$ cat src/rtl/ccc_pkg.sv
// ccc_pkg: field widths, limits and transaction types of the calendar clock counter
// no dependencies; imported by calendar_clock_counter and ccc_checker
package ccc_pkg;

  // field widths
  localparam int YEAR_W  = 14;
  localparam int MONTH_W = 4;
  localparam int DAY_W   = 5;
  localparam int HOUR_W  = 5;
  localparam int MIN_W   = 6;
  localparam int SEC_W   = 6;
  localparam int WDAY_W  = 3;
  localparam int YDAY_W  = 9;

  // time and date limits
  localparam logic [SEC_W-1:0]   SEC_MAX   = 6'd59;
  localparam logic [MIN_W-1:0]   MIN_MAX   = 6'd59;
  localparam logic [HOUR_W-1:0]  HOUR_MAX  = 5'd23;
  localparam logic [MONTH_W-1:0] MONTH_MIN = 4'd1;
  localparam logic [MONTH_W-1:0] MONTH_MAX = 4'd12;
  localparam logic [DAY_W-1:0]   DAY_MIN   = 5'd1;
  localparam logic [YEAR_W-1:0]  YEAR_MIN  = 14'd1;
  localparam logic [YEAR_W-1:0]  YEAR_MAX  = 14'd9999;
  localparam logic [WDAY_W-1:0]  WDAY_MAX  = 3'd6;

  // reset date: Saturday 1 January 2000, 00:00:00
  localparam logic [YEAR_W-1:0]  YEAR_RST  = 14'd2000;
  localparam logic [WDAY_W-1:0]  WDAY_RST  = 3'd6;
  localparam logic [YDAY_W-1:0]  YDAY_RST  = 9'd1;

  // input transaction: mode 1 loads the set fields, mode 0 advances one second
  typedef struct packed {
    logic               mode;
    logic [YEAR_W-1:0]  set_year;
    logic [MONTH_W-1:0] set_month;
    logic [DAY_W-1:0]   set_day;
    logic [HOUR_W-1:0]  set_hour;
    logic [MIN_W-1:0]   set_minute;
    logic [SEC_W-1:0]   set_second;
  } ccc_in_t;

  // result transaction: full time after the item plus status flags
  typedef struct packed {
    logic [SEC_W-1:0]   second;
    logic [MIN_W-1:0]   minute;
    logic [HOUR_W-1:0]  hour;
    logic [DAY_W-1:0]   day;
    logic [MONTH_W-1:0] month;
    logic [YEAR_W-1:0]  year;
    logic [WDAY_W-1:0]  weekday;
    logic [YDAY_W-1:0]  ordinal_day;
    logic               day_changed;
    logic               load_error;
  } ccc_out_t;

endpackage

$ cat src/rtl/calendar_clock_counter.sv
// calendar_clock_counter: real-time calendar counter with weekday and day of year
// depends on ccc_pkg for field widths, limits and the transaction types
//
// usage
//   in_valid/in_ready/in_data carry one transaction per item: mode 0 is a one
//   second tick, mode 1 loads set_year..set_second. a load with a field out of
//   range leaves the time as it was and returns load_error = 1.
//   out_valid/out_ready/out_data return one transaction per item with the full
//   time after it, the weekday (0 Sunday), the day of the year and the flags.
// timing
//   four register stages: input capture, divide by 100, load checks and weekday
//   sum, then mod 7 and the counter update into the result register. each item
//   passes through the four registers in that order.
//   one item per cycle while out_ready is high; each stage holds its own valid
//   bit, so the block keeps taking items into empty stages while a result waits.
// reset
//   rst_n low for one clock empties the pipeline and sets the time to
//   Saturday 1 January 2000, 00:00:00 (day of year 1).
// stall
//   with out_ready low the result register holds; stages behind it fill up
//   and in_ready drops only once every stage is occupied.
module calendar_clock_counter
  import ccc_pkg::*;
(
  input  logic     clk,
  input  logic     rst_n,
  input  logic     in_valid,
  output logic     in_ready,
  input  ccc_in_t  in_data,
  output logic     out_valid,
  input  logic     out_ready,
  output ccc_out_t out_data
);

  // y / 100 as (y * 5243) >> 19, exact for every 14-bit year
  localparam int                     DIV_MUL_W = 13;
  localparam logic [DIV_MUL_W-1:0]   DIV_MUL   = 13'd5243;
  localparam int                     DIV_SHIFT = 19;
  localparam int                     CENT_W    = 8;
  localparam int                     PROD_W    = YEAR_W + DIV_MUL_W;
  localparam logic [YEAR_W-1:0]      CENT_LEN  = 14'd100;
  localparam int                     YY_W      = 7;
  localparam logic [YY_W-1:0]        YY_MAX    = 7'd99;
  localparam int                     WSUM_W    = 11;
  localparam logic [3:0]             MOD7      = 4'd7;
  localparam logic [MONTH_W-1:0]     FEB       = 4'd2;
  localparam logic [MONTH_W-1:0]     MONTH_SHIFT = 4'd12;

  // stage 1 payload: input, shifted zeller year and month, and century quotients
  typedef struct packed {
    ccc_in_t            din;
    logic [YEAR_W-1:0]  zyear;
    logic [MONTH_W-1:0] zmonth;
    logic [CENT_W-1:0]  cent_y;
    logic [CENT_W-1:0]  cent_z;
  } ccc_div_t;

  // stage 2 payload: checked load with weekday sum and year day
  typedef struct packed {
    ccc_in_t            din;
    logic               err;
    logic [WSUM_W-1:0]  wsum;
    logic [YDAY_W-1:0]  yday;
    logic [1:0]         ymod4;
    logic [YY_W-1:0]    ymod100;
    logic [1:0]         cmod4;
  } ccc_chk_t;

  // days in month m of a year
  function automatic logic [DAY_W-1:0] month_days(input logic [MONTH_W-1:0] m,
                                                  input logic leap);
    logic [DAY_W-1:0] n;
    case (m) inside
      4'd1, 4'd3, 4'd5, 4'd7, 4'd8, 4'd10, 4'd12: n = 5'd31;
      4'd4, 4'd6, 4'd9, 4'd11:                    n = 5'd30;
      4'd2:                                       n = leap ? 5'd29 : 5'd28;
      default:                                    n = 5'd0;
    endcase
    return n;
  endfunction

  // days in a common year before the first of month m
  function automatic logic [YDAY_W-1:0] days_before(input logic [MONTH_W-1:0] m);
    logic [YDAY_W-1:0] n;
    case (m)
      4'd2:    n = 9'd31;
      4'd3:    n = 9'd59;
      4'd4:    n = 9'd90;
      4'd5:    n = 9'd120;
      4'd6:    n = 9'd151;
      4'd7:    n = 9'd181;
      4'd8:    n = 9'd212;
      4'd9:    n = 9'd243;
      4'd10:   n = 9'd273;
      4'd11:   n = 9'd304;
      4'd12:   n = 9'd334;
      default: n = 9'd0;
    endcase
    return n;
  endfunction

  // zeller month term (13 * (m + 1)) / 5 less one, months 3..14
  function automatic logic [5:0] zeller_term(input logic [MONTH_W-1:0] m);
    logic [5:0] t;
    case (m)
      4'd3:    t = 6'd9;
      4'd4:    t = 6'd12;
      4'd5:    t = 6'd14;
      4'd6:    t = 6'd17;
      4'd7:    t = 6'd19;
      4'd8:    t = 6'd22;
      4'd9:    t = 6'd25;
      4'd10:   t = 6'd27;
      4'd11:   t = 6'd30;
      4'd12:   t = 6'd32;
      4'd13:   t = 6'd35;
      4'd14:   t = 6'd38;
      default: t = 6'd0;
    endcase
    return t;
  endfunction

  // pipeline registers
  logic     va_r, vb_r, vc_r, out_valid_r;
  ccc_in_t  in_r;
  ccc_div_t p1_r, p1_nxt;
  ccc_chk_t p2_r, p2_nxt;
  ccc_out_t out_r, out_nxt;

  // calendar state
  logic [SEC_W-1:0]   sec_r, sec_nxt;
  logic [MIN_W-1:0]   min_r, min_nxt;
  logic [HOUR_W-1:0]  hour_r, hour_nxt;
  logic [DAY_W-1:0]   day_r, day_nxt;
  logic [MONTH_W-1:0] month_r, month_nxt;
  logic [YEAR_W-1:0]  year_r, year_nxt;
  logic [WDAY_W-1:0]  wday_r, wday_nxt;
  logic [YDAY_W-1:0]  yday_r, yday_nxt;
  // year mod 4, year mod 100 and century mod 4 drive the leap rule
  logic [1:0]         ymod4_r, ymod4_nxt;
  logic [YY_W-1:0]    ymod100_r, ymod100_nxt;
  logic [1:0]         cmod4_r, cmod4_nxt;

  // stage handshake
  logic out_free, c_free, b_free, a_free;
  logic c_go, b_go, a_go;

  assign out_free = !out_valid_r || out_ready;
  assign c_free   = !vc_r || out_free;
  assign b_free   = !vb_r || c_free;
  assign a_free   = !va_r || b_free;
  assign c_go     = vc_r && out_free;
  assign b_go     = vb_r && c_free;
  assign a_go     = va_r && b_free;
  assign in_ready = a_free;

  // stage 1: shifted year for zeller, divide both years by 100
  logic [PROD_W-1:0] prod_y, prod_z;
  always_comb begin
    p1_nxt.din = in_r;
    if (in_r.set_month <= FEB) begin
      p1_nxt.zyear  = in_r.set_year - YEAR_MIN;
      p1_nxt.zmonth = in_r.set_month + MONTH_SHIFT;
    end else begin
      p1_nxt.zyear  = in_r.set_year;
      p1_nxt.zmonth = in_r.set_month;
    end
    prod_y = {{DIV_MUL_W{1'b0}}, in_r.set_year} * {{YEAR_W{1'b0}}, DIV_MUL};
    prod_z = {{DIV_MUL_W{1'b0}}, p1_nxt.zyear} * {{YEAR_W{1'b0}}, DIV_MUL};
    p1_nxt.cent_y = prod_y[DIV_SHIFT +: CENT_W];
    p1_nxt.cent_z = prod_z[DIV_SHIFT +: CENT_W];
  end

  // stage 2: leap test, range checks, weekday sum and year day of the load
  logic [YEAR_W-1:0] rem_y, rem_z;
  logic [YY_W-1:0]   yy;
  logic              leap_set;
  always_comb begin
    rem_y = p1_r.din.set_year - ({{(YEAR_W-CENT_W){1'b0}}, p1_r.cent_y} * CENT_LEN);
    rem_z = p1_r.zyear - ({{(YEAR_W-CENT_W){1'b0}}, p1_r.cent_z} * CENT_LEN);
    yy    = rem_z[YY_W-1:0];
    leap_set = (p1_r.din.set_year[1:0] == 2'd0) &&
               ((rem_y != '0) || (p1_r.cent_y[1:0] == 2'd0));

    p2_nxt.din = p1_r.din;
    p2_nxt.err = (p1_r.din.set_year < YEAR_MIN) || (p1_r.din.set_year > YEAR_MAX) ||
                 (p1_r.din.set_month < MONTH_MIN) || (p1_r.din.set_month > MONTH_MAX) ||
                 (p1_r.din.set_day < DAY_MIN) ||
                 (p1_r.din.set_day > month_days(p1_r.din.set_month, leap_set)) ||
                 (p1_r.din.set_hour > HOUR_MAX) || (p1_r.din.set_minute > MIN_MAX) ||
                 (p1_r.din.set_second > SEC_MAX);

    // c/4 + 5c + yy + yy/4 + month term + d - 1, reduced mod 7 in stage 3
    p2_nxt.wsum = {{(WSUM_W-CENT_W+2){1'b0}}, p1_r.cent_z[CENT_W-1:2]} +
                  {1'b0, p1_r.cent_z, 2'b00} +
                  {{(WSUM_W-CENT_W){1'b0}}, p1_r.cent_z} +
                  {{(WSUM_W-YY_W){1'b0}}, yy} +
                  {{(WSUM_W-YY_W+2){1'b0}}, yy[YY_W-1:2]} +
                  {{(WSUM_W-6){1'b0}}, zeller_term(p1_r.zmonth)} +
                  {{(WSUM_W-DAY_W){1'b0}}, p1_r.din.set_day};

    p2_nxt.yday = days_before(p1_r.din.set_month) +
                  {{(YDAY_W-DAY_W){1'b0}}, p1_r.din.set_day} +
                  {{(YDAY_W-1){1'b0}}, (leap_set && (p1_r.din.set_month > FEB))};
    p2_nxt.ymod4   = p1_r.din.set_year[1:0];
    p2_nxt.ymod100 = rem_y[YY_W-1:0];
    p2_nxt.cmod4   = p1_r.cent_y[1:0];
  end

  // stage 3: weekday mod 7 by octal digit folding (8 is 1 mod 7)
  logic [4:0]        fold1;
  logic [3:0]        fold2;
  logic [WDAY_W-1:0] wday_load;
  always_comb begin
    fold1 = {3'b000, p2_r.wsum[10:9]} + {2'b00, p2_r.wsum[8:6]} +
            {2'b00, p2_r.wsum[5:3]} + {2'b00, p2_r.wsum[2:0]};
    fold2 = {2'b00, fold1[4:3]} + {1'b0, fold1[2:0]};
    if (fold2 >= MOD7) begin
      wday_load = WDAY_W'(fold2 - MOD7);
    end else begin
      wday_load = fold2[WDAY_W-1:0];
    end
  end

  // stage 3: load or one second tick with the carry chain
  logic cur_leap, changed;
  always_comb begin
    cur_leap    = (ymod4_r == 2'd0) && ((ymod100_r != '0) || (cmod4_r == 2'd0));
    sec_nxt     = sec_r;
    min_nxt     = min_r;
    hour_nxt    = hour_r;
    day_nxt     = day_r;
    month_nxt   = month_r;
    year_nxt    = year_r;
    wday_nxt    = wday_r;
    yday_nxt    = yday_r;
    ymod4_nxt   = ymod4_r;
    ymod100_nxt = ymod100_r;
    cmod4_nxt   = cmod4_r;
    changed     = 1'b0;
    if (p2_r.din.mode) begin
      if (!p2_r.err) begin
        sec_nxt     = p2_r.din.set_second;
        min_nxt     = p2_r.din.set_minute;
        hour_nxt    = p2_r.din.set_hour;
        day_nxt     = p2_r.din.set_day;
        month_nxt   = p2_r.din.set_month;
        year_nxt    = p2_r.din.set_year;
        wday_nxt    = wday_load;
        yday_nxt    = p2_r.yday;
        ymod4_nxt   = p2_r.ymod4;
        ymod100_nxt = p2_r.ymod100;
        cmod4_nxt   = p2_r.cmod4;
      end
    end else if (sec_r != SEC_MAX) begin
      sec_nxt = sec_r + 1'b1;
    end else begin
      sec_nxt = '0;
      if (min_r != MIN_MAX) begin
        min_nxt = min_r + 1'b1;
      end else begin
        min_nxt = '0;
        if (hour_r != HOUR_MAX) begin
          hour_nxt = hour_r + 1'b1;
        end else begin
          // midnight
          hour_nxt = '0;
          changed  = 1'b1;
          wday_nxt = (wday_r == WDAY_MAX) ? '0 : wday_r + 1'b1;
          yday_nxt = yday_r + 1'b1;
          if (day_r != month_days(month_r, cur_leap)) begin
            day_nxt = day_r + 1'b1;
          end else begin
            day_nxt = DAY_MIN;
            if (month_r != MONTH_MAX) begin
              month_nxt = month_r + 1'b1;
            end else begin
              // new year
              month_nxt = MONTH_MIN;
              yday_nxt  = YDAY_RST;
              if (year_r == YEAR_MAX) begin
                year_nxt    = YEAR_MIN;
                ymod4_nxt   = 2'd1;
                ymod100_nxt = 7'd1;
                cmod4_nxt   = 2'd0;
              end else begin
                year_nxt  = year_r + 1'b1;
                ymod4_nxt = ymod4_r + 1'b1;
                if (ymod100_r == YY_MAX) begin
                  ymod100_nxt = '0;
                  cmod4_nxt   = cmod4_r + 1'b1;
                end else begin
                  ymod100_nxt = ymod100_r + 1'b1;
                end
              end
            end
          end
        end
      end
    end

    out_nxt.second      = sec_nxt;
    out_nxt.minute      = min_nxt;
    out_nxt.hour        = hour_nxt;
    out_nxt.day         = day_nxt;
    out_nxt.month       = month_nxt;
    out_nxt.year        = year_nxt;
    out_nxt.weekday     = wday_nxt;
    out_nxt.ordinal_day = yday_nxt;
    out_nxt.day_changed = changed;
    out_nxt.load_error  = p2_r.din.mode && p2_r.err;
  end

  // stage valid bits
  always_ff @(posedge clk) begin
    if (!rst_n) begin
      va_r        <= 1'b0;
      vb_r        <= 1'b0;
      vc_r        <= 1'b0;
      out_valid_r <= 1'b0;
    end else begin
      if (a_free) begin
        va_r <= in_valid;
      end
      if (b_free) begin
        vb_r <= va_r;
      end
      if (c_free) begin
        vc_r <= vb_r;
      end
      if (out_free) begin
        out_valid_r <= vc_r;
      end
    end
  end

  // stage payloads
  always_ff @(posedge clk) begin
    if (in_valid && a_free) begin
      in_r <= in_data;
    end
    if (a_go) begin
      p1_r <= p1_nxt;
    end
    if (b_go) begin
      p2_r <= p2_nxt;
    end
    if (c_go) begin
      out_r <= out_nxt;
    end
  end

  // calendar state, updated as each transaction enters the result register
  always_ff @(posedge clk) begin
    if (!rst_n) begin
      sec_r     <= '0;
      min_r     <= '0;
      hour_r    <= '0;
      day_r     <= DAY_MIN;
      month_r   <= MONTH_MIN;
      year_r    <= YEAR_RST;
      wday_r    <= WDAY_RST;
      yday_r    <= YDAY_RST;
      ymod4_r   <= 2'd0;
      ymod100_r <= '0;
      cmod4_r   <= 2'd0;
    end else if (c_go) begin
      sec_r     <= sec_nxt;
      min_r     <= min_nxt;
      hour_r    <= hour_nxt;
      day_r     <= day_nxt;
      month_r   <= month_nxt;
      year_r    <= year_nxt;
      wday_r    <= wday_nxt;
      yday_r    <= yday_nxt;
      ymod4_r   <= ymod4_nxt;
      ymod100_r <= ymod100_nxt;
      cmod4_r   <= cmod4_nxt;
    end
  end

  assign out_valid = out_valid_r;
  assign out_data  = out_r;

endmodule

$ cat config.mk
export PLATFORM = sky130hd
export DESIGN_NAME = calendar_clock_counter
export DESIGN_NICKNAME = d
export VERILOG_FILES = /design/src/rtl/ccc_pkg.sv /design/src/rtl/calendar_clock_counter.sv
export SDC_FILE = /design/constraint.sdc
export NUM_CORES = 1
export LEC_CHECK = 0
export BUFFER_PORTS_ARGS = -buffer_cell sky130_fd_sc_hd__buf_2
export CORE_MARGIN = 1
export CORE_UTILIZATION = 60
export DETAILED_ROUTE_END_ITERATION = 12
export PLACE_DENSITY = 0.78
export SLEW_MARGIN = 20
export SYNTH_ARGS = -nofsm -noshare
export SYNTH_HDL_FRONTEND = slang
export SYNTH_SLANG_ARGS = --single-unit
$ cat constraint.sdc
create_clock -name clk -period 17.15 [get_ports clk]
set_input_delay 0.8575 -clock clk [delete_from_list [all_inputs] [get_ports clk]]
set_output_delay 0.8575 -clock clk [all_outputs]
set_load 0.02 [all_outputs]
==> flow_summary_export.csv, run 1 <==
group,metric,value,unit
run_status,status,"finished, final reports clean",
setup_path,cp_max_fo,7,
clocking,htreeDepth,2,
detailed_routing,wl_per_cell,18.42,µm
floorplan,rows,71,
clocking,cts_tree,"done",
cells_and_area,diodes,0,
floorplan,ios,101,
global_routing,antenna_found_initial,0,
sta,hold_violations,0,
floorplan,die_area,38900,µm²
detailed_routing,antenna_left,0,
cells_and_area,fill_cells,2797,
global_routing,grt-ovfl-total,0,
sta,setup_tns,0,ns
logic_synthesis,syn_inst,2114,
setup_path,path_delay_family,"adder cells",
logic_synthesis,synth_edf_count,230,
sta,maxSlewHeadroom,0.2368,
clocking,post_cts_resized,0,
setup_path,crit_required,17.39,ns
sta,min_period_over_period,0.4495,
clocking,cts_sinks,312,
setup_path,path_class,"reg -> reg",
floorplan,die_x,197.2,µm
sta,max_freq,129.7,MHz
sta,grt_setup_unrepaired,"no",
clocking,clk_path_buf_depth,3,
setup_path,cpPeakStageDelay,0.72,ns
logic_synthesis,avgSynthCellArea,10.82,µm²
logic_synthesis,synth-seq-cells,312,
placed_design,hpwl,39.38,mm
global_routing,grt_use_total,0.2712,
detailed_routing,vias,15900,
logic_synthesis,ys_top_cells_by_area,"edfxtp_1 30%, ha_1 18%, fa_1 15%, dfxtp_1 7.2%, inv_1 5.5%",
job,maxCapViolCount,0,
setup_path,cp-start-kind,"flop",
logic_synthesis,syn_nets,2646,
detailed_routing,drt_iter0_markers,1344,
clocking,post_cts_buffers,0,
cells_and_area,drive_above_1_share,0.09115,
clocking,cts-root-buf,"clkbuf_16",
clocking,clkLatencyLatePin,0.52,ns
global_routing,grt_pass1_wl,82.63,mm
setup_path,path_buf_inv,5,
logic_synthesis,synth_ff_type,"edfxtp_1",
cells_and_area,syn2layout_area_growth,10.11,%
detailed_routing,drc,0,
logic_synthesis,synth_top_area_share,0.3020,
floorplan,core_region_area,37580,µm²
floorplan,die_h,197.2,µm
sta,worst_clock_skew,0.01479,ns
cells_and_area,nNetsFinal,2755,
placed_design,portBuffers,100,
floorplan,start_util,0.6086,
logic_synthesis,yosys_warnings,0,
detailed_routing,drt_wl_total,50.83,mm
global_routing,grt_pass1_vias,16310,
setup_path,cp_slowest_cell,"xnor2_1",
setup_path,worstSetupEndpointType,"flop",
hold_path,min_path_type,"reg -> reg",
clocking,holdBufCountCts,0,
detailed_routing,drt_first_pass_iters,5,
setup_path,crit_top_cell,"inv_1",
detailed_routing,via_per_inst,5.761,
sta,fin_crit,7.709,ns
placed_design,gp_congestion,0.9220,
sta,tightest_slew,1.116,ns
sta,finalSetupViolations,0,
clocking,path_clk_slew,0.06,ns
logic_synthesis,async_flop_share,0,
setup_path,arrival,7.95,ns
logic_synthesis,yosysSeqAreaShare,0.3738,
logic_synthesis,synth_cell_types,76,
global_routing,grt_max_degree,70,
logic_synthesis,synthesis.area,22870,µm²
sta,finalMaxSlewViolations,0,
clocking,cts-buffers-inserted,34,
logic_synthesis,yosys.area.top_type,"edfxtp_1",
==> cell families after synthesis <==
| group | Yosys count | synth area share |
|---|---|---|
| xor+xnor | 72 | 0.02758 |
| compound gates | 360 | 0.1026 |
| fa+ha+maj | 487 | 0.3213 |
| mux | 21 | 0.009410 |
| flops | 312 | 0.3738 |
| buf+inv | 379 | 0.06265 |
| simple gates | 483 | 0.1026 |
==> cells in the mapped netlist, types with 6 or more instances <==
library cell and count:
and2_1 8, fa_1 167, nor3_1 51, o31ai_1 6
a211oi_1 17, o311ai_0 7, clkbuf_1 36, edfxtp_1 230
a31oi_1 20, xnor2_1 57, nor2_1 124, nand2_1 125
o21ai_0 93, o21a_1 12, xor2_1 15, a221o_1 9
nand2b_1 20, nor2b_1 24, o22ai_1 18, o211ai_1 6
inv_1 335, a21boi_0 6, a21o_1 17, ha_1 320
nand4_1 16, a32oi_1 6, mux2i_1 17, a21oi_1 86
and3_1 20, or2_2 9, nor4_1 11, nand3_1 42
dfxtp_1 82, nor3b_1 7
==> layout make-up <==
class,instances,area [µm²],area share
tap,511,639.4,0.02539
inverter,335,1259,0.04999
sequential,312,8548,0.3395
clock buffer,48,1010,0.04010
multi-input combinational,1423,12930,0.5137
clock inverter,14,161.4,0.006410
timing repair buffer,117,628.1,0.02494
==> through the flow <==
stage | worst slack (ns) | util | instance area (µm²) | hold WS (ns) | cells
after floorplan | 10.37 | - | 22870 | 0.4003 | 2114
after global placement | 9.798 | 0.6385 | 23990 | 0.4012 | 2698
after detailed placement | 9.512 | 0.6385 | 23990 | 0.4045 | 2698
after CTS | 9.452 | 0.6697 | 25170 | 0.4160 | 2760
after global routing | 8.910 | 0.6701 | 25180 | 0.4258 | 2760
final | 9.441 | 0.6701 | 25180 | 0.4072 | 2760
==> path summary, 6_finish.rpt <==
kind / slack, ns / start / to / cells after the start
setup / recovery: 9.44 / in_r[28]$_DFFE_PP_ / p1_r[7]$_DFFE_PP_ / 26
hold / removal: 0.41 / in_r[4]$_DFFE_PP_ / p1_r[38]$_DFFE_PP_ / 0
setup reg to reg: 9.44 / in_r[28]$_DFFE_PP_ / p1_r[7]$_DFFE_PP_ / 26
hold reg to reg: 0.41 / in_r[4]$_DFFE_PP_ / p1_r[38]$_DFFE_PP_ / 0
==> layer usage <==
layer | track usage | routed length [µm]
met3 | 0.03842 | 3106
met1 | 0.3460 | 20850
met4 | 0.1114 | 2055
met2 | 0.4639 | 24810
met5 | 0 | 0
==> cell usage in the layout, fill, tap and decap left out, types with 7 or more instances in the layout <==
| master | count |
|---|---|
| a31oi_1 | 19 |
| nand3_1 | 42 |
| o21a_1 | 12 |
| edfxtp_1 | 230 |
| clkbuf_16 | 39 |
| nor3b_1 | 7 |
| and3_1 | 20 |
| a221o_1 | 9 |
| nor2_1 | 124 |
| buf_2 | 100 |
| xor2_1 | 15 |
| nor4_1 | 11 |
| and2_1 | 8 |
| nand4_1 | 16 |
| o21ai_0 | 93 |
| a21oi_1 | 86 |
| xnor2_1 | 55 |
| a211oi_1 | 17 |
| dfxtp_1 | 82 |
| fa_1 | 167 |
| nor2b_1 | 22 |
| nand2b_1 | 19 |
| mux2i_1 | 17 |
| ha_1 | 320 |
| buf_4 | 17 |
| clkbuf_1 | 9 |
| inv_1 | 333 |
| nor3_1 | 51 |
| or2_2 | 9 |
| o22ai_1 | 18 |
| o311ai_0 | 7 |
| clkinv_2 | 7 |
| a21o_1 | 17 |
| nand2_1 | 125 |
==> state kept, by name, indices dropped and copies added, names as in the netlist, named ones only <==
signal and cells:
p2_r 69, p1_r 66, out_data 54, in_r 41, year_r 14, yday_r 9
ymod100_r 7, min_r 6, sec_r 6, day_r 5, hour_r 5, month_r 4
wday_r 3, cmod4_r 2, ymod4_r 2, out_valid 1, va_r 1, vb_r 1
vc_r 1
Power of run 1 is not shown: default switching activity piles up to over one toggle a cycle in this logic, so the estimate is an artifact.
==> run 2, diff against run 1 <==
--- a/config.mk
+++ b/config.mk
@@ -7,7 +7,7 @@
 export LEC_CHECK = 0
 export BUFFER_PORTS_ARGS = -buffer_cell sky130_fd_sc_hd__buf_2
 export CORE_MARGIN = 1
-export CORE_UTILIZATION = 60
+export CORE_UTILIZATION = 57
 export DETAILED_ROUTE_END_ITERATION = 12
 export PLACE_DENSITY = 0.78
 export SLEW_MARGIN = 20
==> constraint.sdc (replaced) <==
create_clock -name clk -period 7.05 [get_ports clk]
set_input_delay 0.3525 -clock clk [delete_from_list [all_inputs] [get_ports clk]]
set_output_delay 0.3525 -clock clk [all_outputs]
set_load 0.02 [all_outputs]
==> run 2 against run 1 <==
The flow now finishes with violations (DRC). Worst setup slack got worse by 9.1 ns. Count of clock-buffer cells in the layout shrank 6. Core utilization is 2.5 points lower.
==> flow_summary_export.csv, run 2 (synthesis gave the netlist of run 1 again) <==
group,metric,value,unit
run_status,status,"finished, violations left",
run_status,violations,"DRC",
clocking,cts-buffers-inserted,35,
setup_path,crit_top_cell,"fa_1",
detailed_routing,met3_length,2.729,mm
clocking,cts_sinks,312,
detailed_routing,routed.top_layer,"met4",
setup_path,crit_required,7.35,ns
clocking,clkLatencyLatePin,0.55,ns
detailed_routing,drc,2,
floorplan,rows,73,
cells_and_area,fin_area,25580,µm²
sta,min_period_over_period,0.9490,
sta,finalMaxSlewViolations,0,
setup_path,cp_max_fo,6,
global_routing,grt_use_total,0.2585,
sta,maxSlewHeadroom,0.3086,
sta,grt_setup_unrepaired,"no",
job,maxCapViolCount,0,
cells_and_area,diodes,0,
clocking,htreeDepth,2,
sta,fin_crit,6.690,ns
setup_path,cpPeakStageDelay,0.53,ns
floorplan,die_x,202.3,µm
cells_and_area,largest_reg_flops,69,
floorplan,core_region_area,39640,µm²
hold_path,min_path_type,"in -> reg",
detailed_routing,drt_wl_total,51.25,mm
setup_path,arrival,6.99,ns
setup_path,path_delay_family,"adder cells",
global_routing,antenna_found_initial,0,
setup_path,regToRegSetupSlack,0.36,ns
global_routing,grt_pass1_wl,83.77,mm
sta,whs,0.02984,ns
cells_and_area,utilization,0.6453,
placed_design,placed_cell_area,24180,µm²
setup_path,worstSetupEndpointType,"flop",
detailed_routing,dr_wl_met2,24.95,mm
cells_and_area,drive_above_1_share,0.1018,
detailed_routing,vias,16170,
sta,setup_tns,0,ns
setup_path,path_class,"reg -> reg",
floorplan,ios,101,
detailed_routing,met1_length,21.61,mm
cells_and_area,nNetsFinal,2806,
clocking,clk_path_buf_depth,3,
detailed_routing,antenna_left,0,
floorplan,die_h,202.3,µm
cells_and_area,layout_commonest_cell,"inv_1",
setup_path,cp_slowest_cell,"fa_1",
setup_path,cp-start-kind,"flop",
clocking,path_clk_slew,0.06,ns
sta,max_freq,149.5,MHz
sta,finalSetupViolations,0,
global_routing,grt_pass1_vias,16560,
detailed_routing,drt_iter0_markers,1048,
global_routing,grt_max_degree,70,
cells_and_area,syn2layout_area_growth,11.85,%
global_routing,grt-ovfl-total,0,
floorplan,die_area,40930,µm²
placed_design,portBuffers,100,
placed_design,gp_congestion,0.9295,
detailed_routing,drt_first_pass_iters,11,
clocking,post_cts_buffers,0,
sta,tightest_slew,1.011,ns
detailed_routing,wl_per_cell,18.15,µm
cells_and_area,final_cell_mix,"330 x inv_1, 320 x ha_1, 230 x edfxtp_1, 167 x fa_1, 125 x nand2_1",
sta,worst_clock_skew,0.01861,ns
setup_path,path_buf_inv,3,
detailed_routing,via_per_inst,5.727,
clocking,cts_tree,"done",
placed_design,hpwl,39.36,mm
clocking,cts-root-buf,"clkbuf_16",
sta,hold_violations,0,
cells_and_area,top_register,"p2_r",
floorplan,start_util,0.5769,
-- run 2: cell count changes in the layout (fill, tap and decap cells not counted), moves of 3 or more --
cell,previous run,this run
dlygate4sd3_1,0,27
buf_4,17,40
clkbuf_1,9,4
a21boi_0,6,3
a21boi_1,0,3
clkinv_1,0,3
clkinv_2,7,10
inv_1,333,330
-- run 2: cell type report --
| cell class | instances | area [µm²] |
|---|---|---|
| clock buffer | 42 | 954.7 |
| multi-input combinational | 1423 | 12930 |
| inverter | 335 | 1259 |
| tap | 525 | 656.9 |
| sequential | 312 | 8548 |
| clock inverter | 20 | 155.1 |
| fill | 3048 | 14060 |
| timing repair buffer | 167 | 1071 |
-- run 2: what timing repair did --
item | 4_1_cts | 5_1_grt
endpoints found under the hold margin | 27 | 0
gates resized for setup | 0 | 9
setup endpoints to repair | 0 | 4
hold buffers | 27 | 0
-- run 2: worst paths after layout --
path                      startpoint            endpoint  cells past startpoint
setup / recovery  in_r[26]$_DFFE_PP_   p1_r[6]$_DFFE_PP_                     25
hold / removal           in_data[27]  in_r[27]$_DFFE_PP_                      1
setup reg to reg  in_r[26]$_DFFE_PP_   p1_r[6]$_DFFE_PP_                     25
hold reg to reg   in_r[19]$_DFFE_PP_  p1_r[53]$_DFFE_PP_                      0
-- run 2: per-stage QoR --
| step | std cells | worst slack [ns] |
|---|---|---|
| after global routing | 2824 | 0.001542 |
| after global placement | 2735 | 0.2216 |
| after floorplan | 2114 | 0.2726 |
| after detailed placement | 2735 | 0.07125 |
| final | 2824 | 0.3597 |
| after CTS | 2824 | 0.01009 |
-- run 2: metal layers --
layer | global-route usage | up-vias
met5 | 0 | -
met4 | 0.1112 | 0
met3 | 0.02983 | 130
met2 | 0.4417 | 550
met1 | 0.3323 | 7827
li1 | - | 7667
-- run 2: worst reg2reg max path: cells and delay by family (launching register included) --
family / cells / cell delay (ns)
adder cells (fa/ha/maj): 7 / 2.95
AO/OA/AOI/OAI: 7 / 1.61
AND/OR/NAND/NOR: 6 / 0.88
flip-flops: 1 / 0.40
XOR/XNOR: 2 / 0.34
buffers and inverters: 3 / 0.29
Power of run 2 is left out for the same reason.
==> run 3, diff against run 2 <==
--- a/config.mk
+++ b/config.mk
@@ -6,10 +6,12 @@
 export NUM_CORES = 1
 export LEC_CHECK = 0
 export BUFFER_PORTS_ARGS = -buffer_cell sky130_fd_sc_hd__buf_2
+export CELL_PAD_IN_SITES_DETAIL_PLACEMENT = 0
+export CELL_PAD_IN_SITES_GLOBAL_PLACEMENT = 1
 export CORE_MARGIN = 1
-export CORE_UTILIZATION = 57
+export CORE_UTILIZATION = 46
 export DETAILED_ROUTE_END_ITERATION = 12
-export PLACE_DENSITY = 0.78
+export PLACE_DENSITY_LB_ADDON = 0.1
 export SLEW_MARGIN = 20
 export SYNTH_ARGS = -nofsm -noshare
 export SYNTH_HDL_FRONTEND = slang
==> run 3 against run 2 <==
The run now ends clean. Sequential cell count unchanged. Hold slack better by 0.00073 ns. Non-clock buffer count up 13. Die area up 24%. Critical path depth down 1. First-iteration DRC count down 29%.
==> flow_summary_export.csv, run 3 (synthesis gave the netlist of run 1 again) <==
group,metric,value,unit
clocking,clk_path_buf_depth,3,
floorplan,ios,101,
sta,worst_clock_skew,0.02259,ns
sta,finalMaxSlewViolations,0,
placed_design,portBuffers,100,
sta,hold_violations,0,
global_routing,grt_use_total,0.2239,
cells_and_area,layout_commonest_cell,"inv_1",
setup_path,worstRegToRegCells,24,
cells_and_area,fill_cells,4431,
global_routing,antenna_found_initial,0,
sta,fin_crit,6.638,ns
clocking,clkLatencyLatePin,0.57,ns
clocking,htreeDepth,2,
cells_and_area,multi_input_area,12960,µm²
detailed_routing,drc,0,
clocking,cts_tree,"done",
detailed_routing,vias,15670,
sta,setup_tns,0,ns
setup_path,regToRegSetupSlack,0.41,ns
setup_path,cp-start-kind,"flop",
clocking,cts-root-buf,"clkbuf_16",
setup_path,worstReg2RegEnd,"p1_r[6]$_DFFE_PP_",
sta,grt_setup_unrepaired,"no",
placed_design,placed_cell_area,24410,µm²
sta,maxSlewHeadroom,0.3214,
cells_and_area,largest_reg_flops,69,
detailed_routing,drt_wl_total,54.17,mm
placed_design,gp_congestion,0.8811,
clocking,cts_sinks,312,
clocking,path_clk_slew,0.06,ns
setup_path,path_class,"reg -> reg",
detailed_routing,via_per_inst,5.254,
hold_path,hold_start,"in_data[23]",
cells_and_area,register_area,8548,µm²
floorplan,rows,81,
setup_path,reg2reg_from,"in_r[27]$_DFFE_PP_",
floorplan,die_h,225.0,µm
clocking,cts-buffers-inserted,37,
sta,max_freq,150.7,MHz
detailed_routing,drt_first_pass_iters,7,
setup_path,cp_max_fo,5,
sta,tightest_slew,1.010,ns
floorplan,start_util,0.4672,
cells_and_area,diodes,0,
clocking,post_cts_buffers,0,
setup_path,arrival,6.94,ns
hold_path,min_path_type,"in -> reg",
setup_path,worstSetupEndpointType,"flop",
global_routing,grt-ovfl-total,0,
power,p_leak,11.47,nW
floorplan,die_area,50610,µm²
global_routing,grt_pass1_wl,87.37,mm
cells_and_area,drive_above_1_share,0.1061,
cells_and_area,nNetsFinal,2821,
cells_and_area,top_register,"p2_r",
job,maxCapViolCount,0,
sta,min_period_over_period,0.9415,
cells_and_area,final_cell_mix,"331 x inv_1, 320 x ha_1, 230 x edfxtp_1, 167 x fa_1, 125 x nand2_1",
cells_and_area,fin_area,26000,µm²
detailed_routing,wl_per_cell,18.16,µm
power,vdd_drop_max,0.0005497,V
global_routing,grt_max_degree,70,
hold_path,whs_endpoint,"in_r[23]$_DFFE_PP_",
power,power-per-cell-area,549.0,nW/µm²
setup_path,crit_required,7.35,ns
placed_design,hpwl,42.13,mm
sta,finalSetupViolations,0,
global_routing,grt_pass1_vias,16140,
run_status,status,"finished, final reports clean",
sta,whs,0.03058,ns
detailed_routing,antenna_left,0,
cells_and_area,syn2layout_area_growth,13.68,%
floorplan,die_x,225.0,µm
floorplan,core_region_area,48950,µm²
detailed_routing,drt_iter0_markers,747,
hold_path,hold_depth,1,
run 3: changes by cell type in the layout (fill, tap and decap cells not counted), sizes merged:
| cell | change |
|---|---|
| bufinv | +1 |
| clkinv | -2 |
| buf | +7 |
| clkbuf | +5 |
| inv | +5 |
| dlygate4sd3 | +6 |
| clkinvlp | -3 |
run 3: worst max path at each step:
stage / endpoint / from / depth (start not counted)
finish: p1_r[6]$_DFFE_PP_ / in_r[27]$_DFFE_PP_ / 24
global route: p1_r[6]$_DFFE_PP_ / in_r[27]$_DFFE_PP_ / 27
CTS: p1_r[7]$_DFFE_PP_ / in_r[28]$_DFFE_PP_ / 24
detailed placement: p1_r[7]$_DFFE_PP_ / in_r[28]$_DFFE_PP_ / 24
global placement: p1_r[7]$_DFFE_PP_ / in_r[28]$_DFFE_PP_ / 23
floorplan: p1_r[7]$_DFFE_PP_ / in_r[28]$_DFFE_PP_ / 25
run 3: stage by stage:
step / total power (W) / cells / setup WS (ns) / utilization
6_report: 0.01427 / 2982 / 0.4124 / 0.5311
5_1_grt: 0.01606 / 2982 / 0.01344 / 0.5311
4_1_cts: 0.01452 / 2982 / 0.1225 / 0.5302
3_5_place_dp: 0.01248 / 2881 / 0.1440 / 0.4987
3_3_place_gp: 0.01231 / 2881 / 0.2469 / 0.4987
2_1_floorplan: 0.01037 / 2114 / 0.2726 / -
run 3: area by class of cell:
cell class                      instances  share of cell area
Multi-Input combinational cell       1423              0.4986
Sequential cell                       312              0.3288
Inverter                              335             0.04842
Timing Repair Buffer                  180             0.04553
Clock buffer                           47             0.03865
Tap cell                              664             0.03196
Clock inverter                         21            0.008038
run 3: layer usage:
| layer | vias to the layer above | GRT usage | wire (µm) |
|---|---|---|---|
| li1 | 7702 | - | - |
| met1 | 7580 | 0.2944 | 24220 |
| met2 | 296 | 0.3799 | 26130 |
| met3 | 88 | 0.02803 | 2058 |
| met4 | 0 | 0.07834 | 1765 |
| met5 | - | 0 | 0 |
run 3: repair_timing:
item | in CTS | in global routing
hold buffers | 33 | 0
endpoints found under the hold margin | 33 | 0
endpoints found under the setup margin | 0 | 4
resized for setup | 0 | 10
run 3: worst max-delay path: stages (launching register included):
cell	delay (ns)
edfxtp_1	0.38
inv_1	0.20
ha_1	0.20
o21ai_0	0.13
nand2_1	0.12
nand2_1	0.06
a21boi_1	0.24
nand2_1	0.09
a21oi_1	0.31
xnor2_2	0.22
buf_4	0.20
fa_1	0.44
ha_1	0.32
fa_1	0.48
fa_1	0.53
fa_1	0.50
ha_1	0.31
nand4_1	0.13
a21oi_1	0.05
or3_1	0.41
o311a_1	0.40
a31o_2	0.29
o21a_1	0.18
nor2_1	0.11
xnor2_1	0.07
run 3: power breakdown:
part	switching, W	total, W	leakage [nW]	internal, W
combinational	0.00524	0.00973	8.07	0.00449
sequential	0.000116	0.00263	2.81	0.00251
clock	0.000805	0.00191	0.597	0.00110
Note: power is estimated with default switching activity, not from simulation.
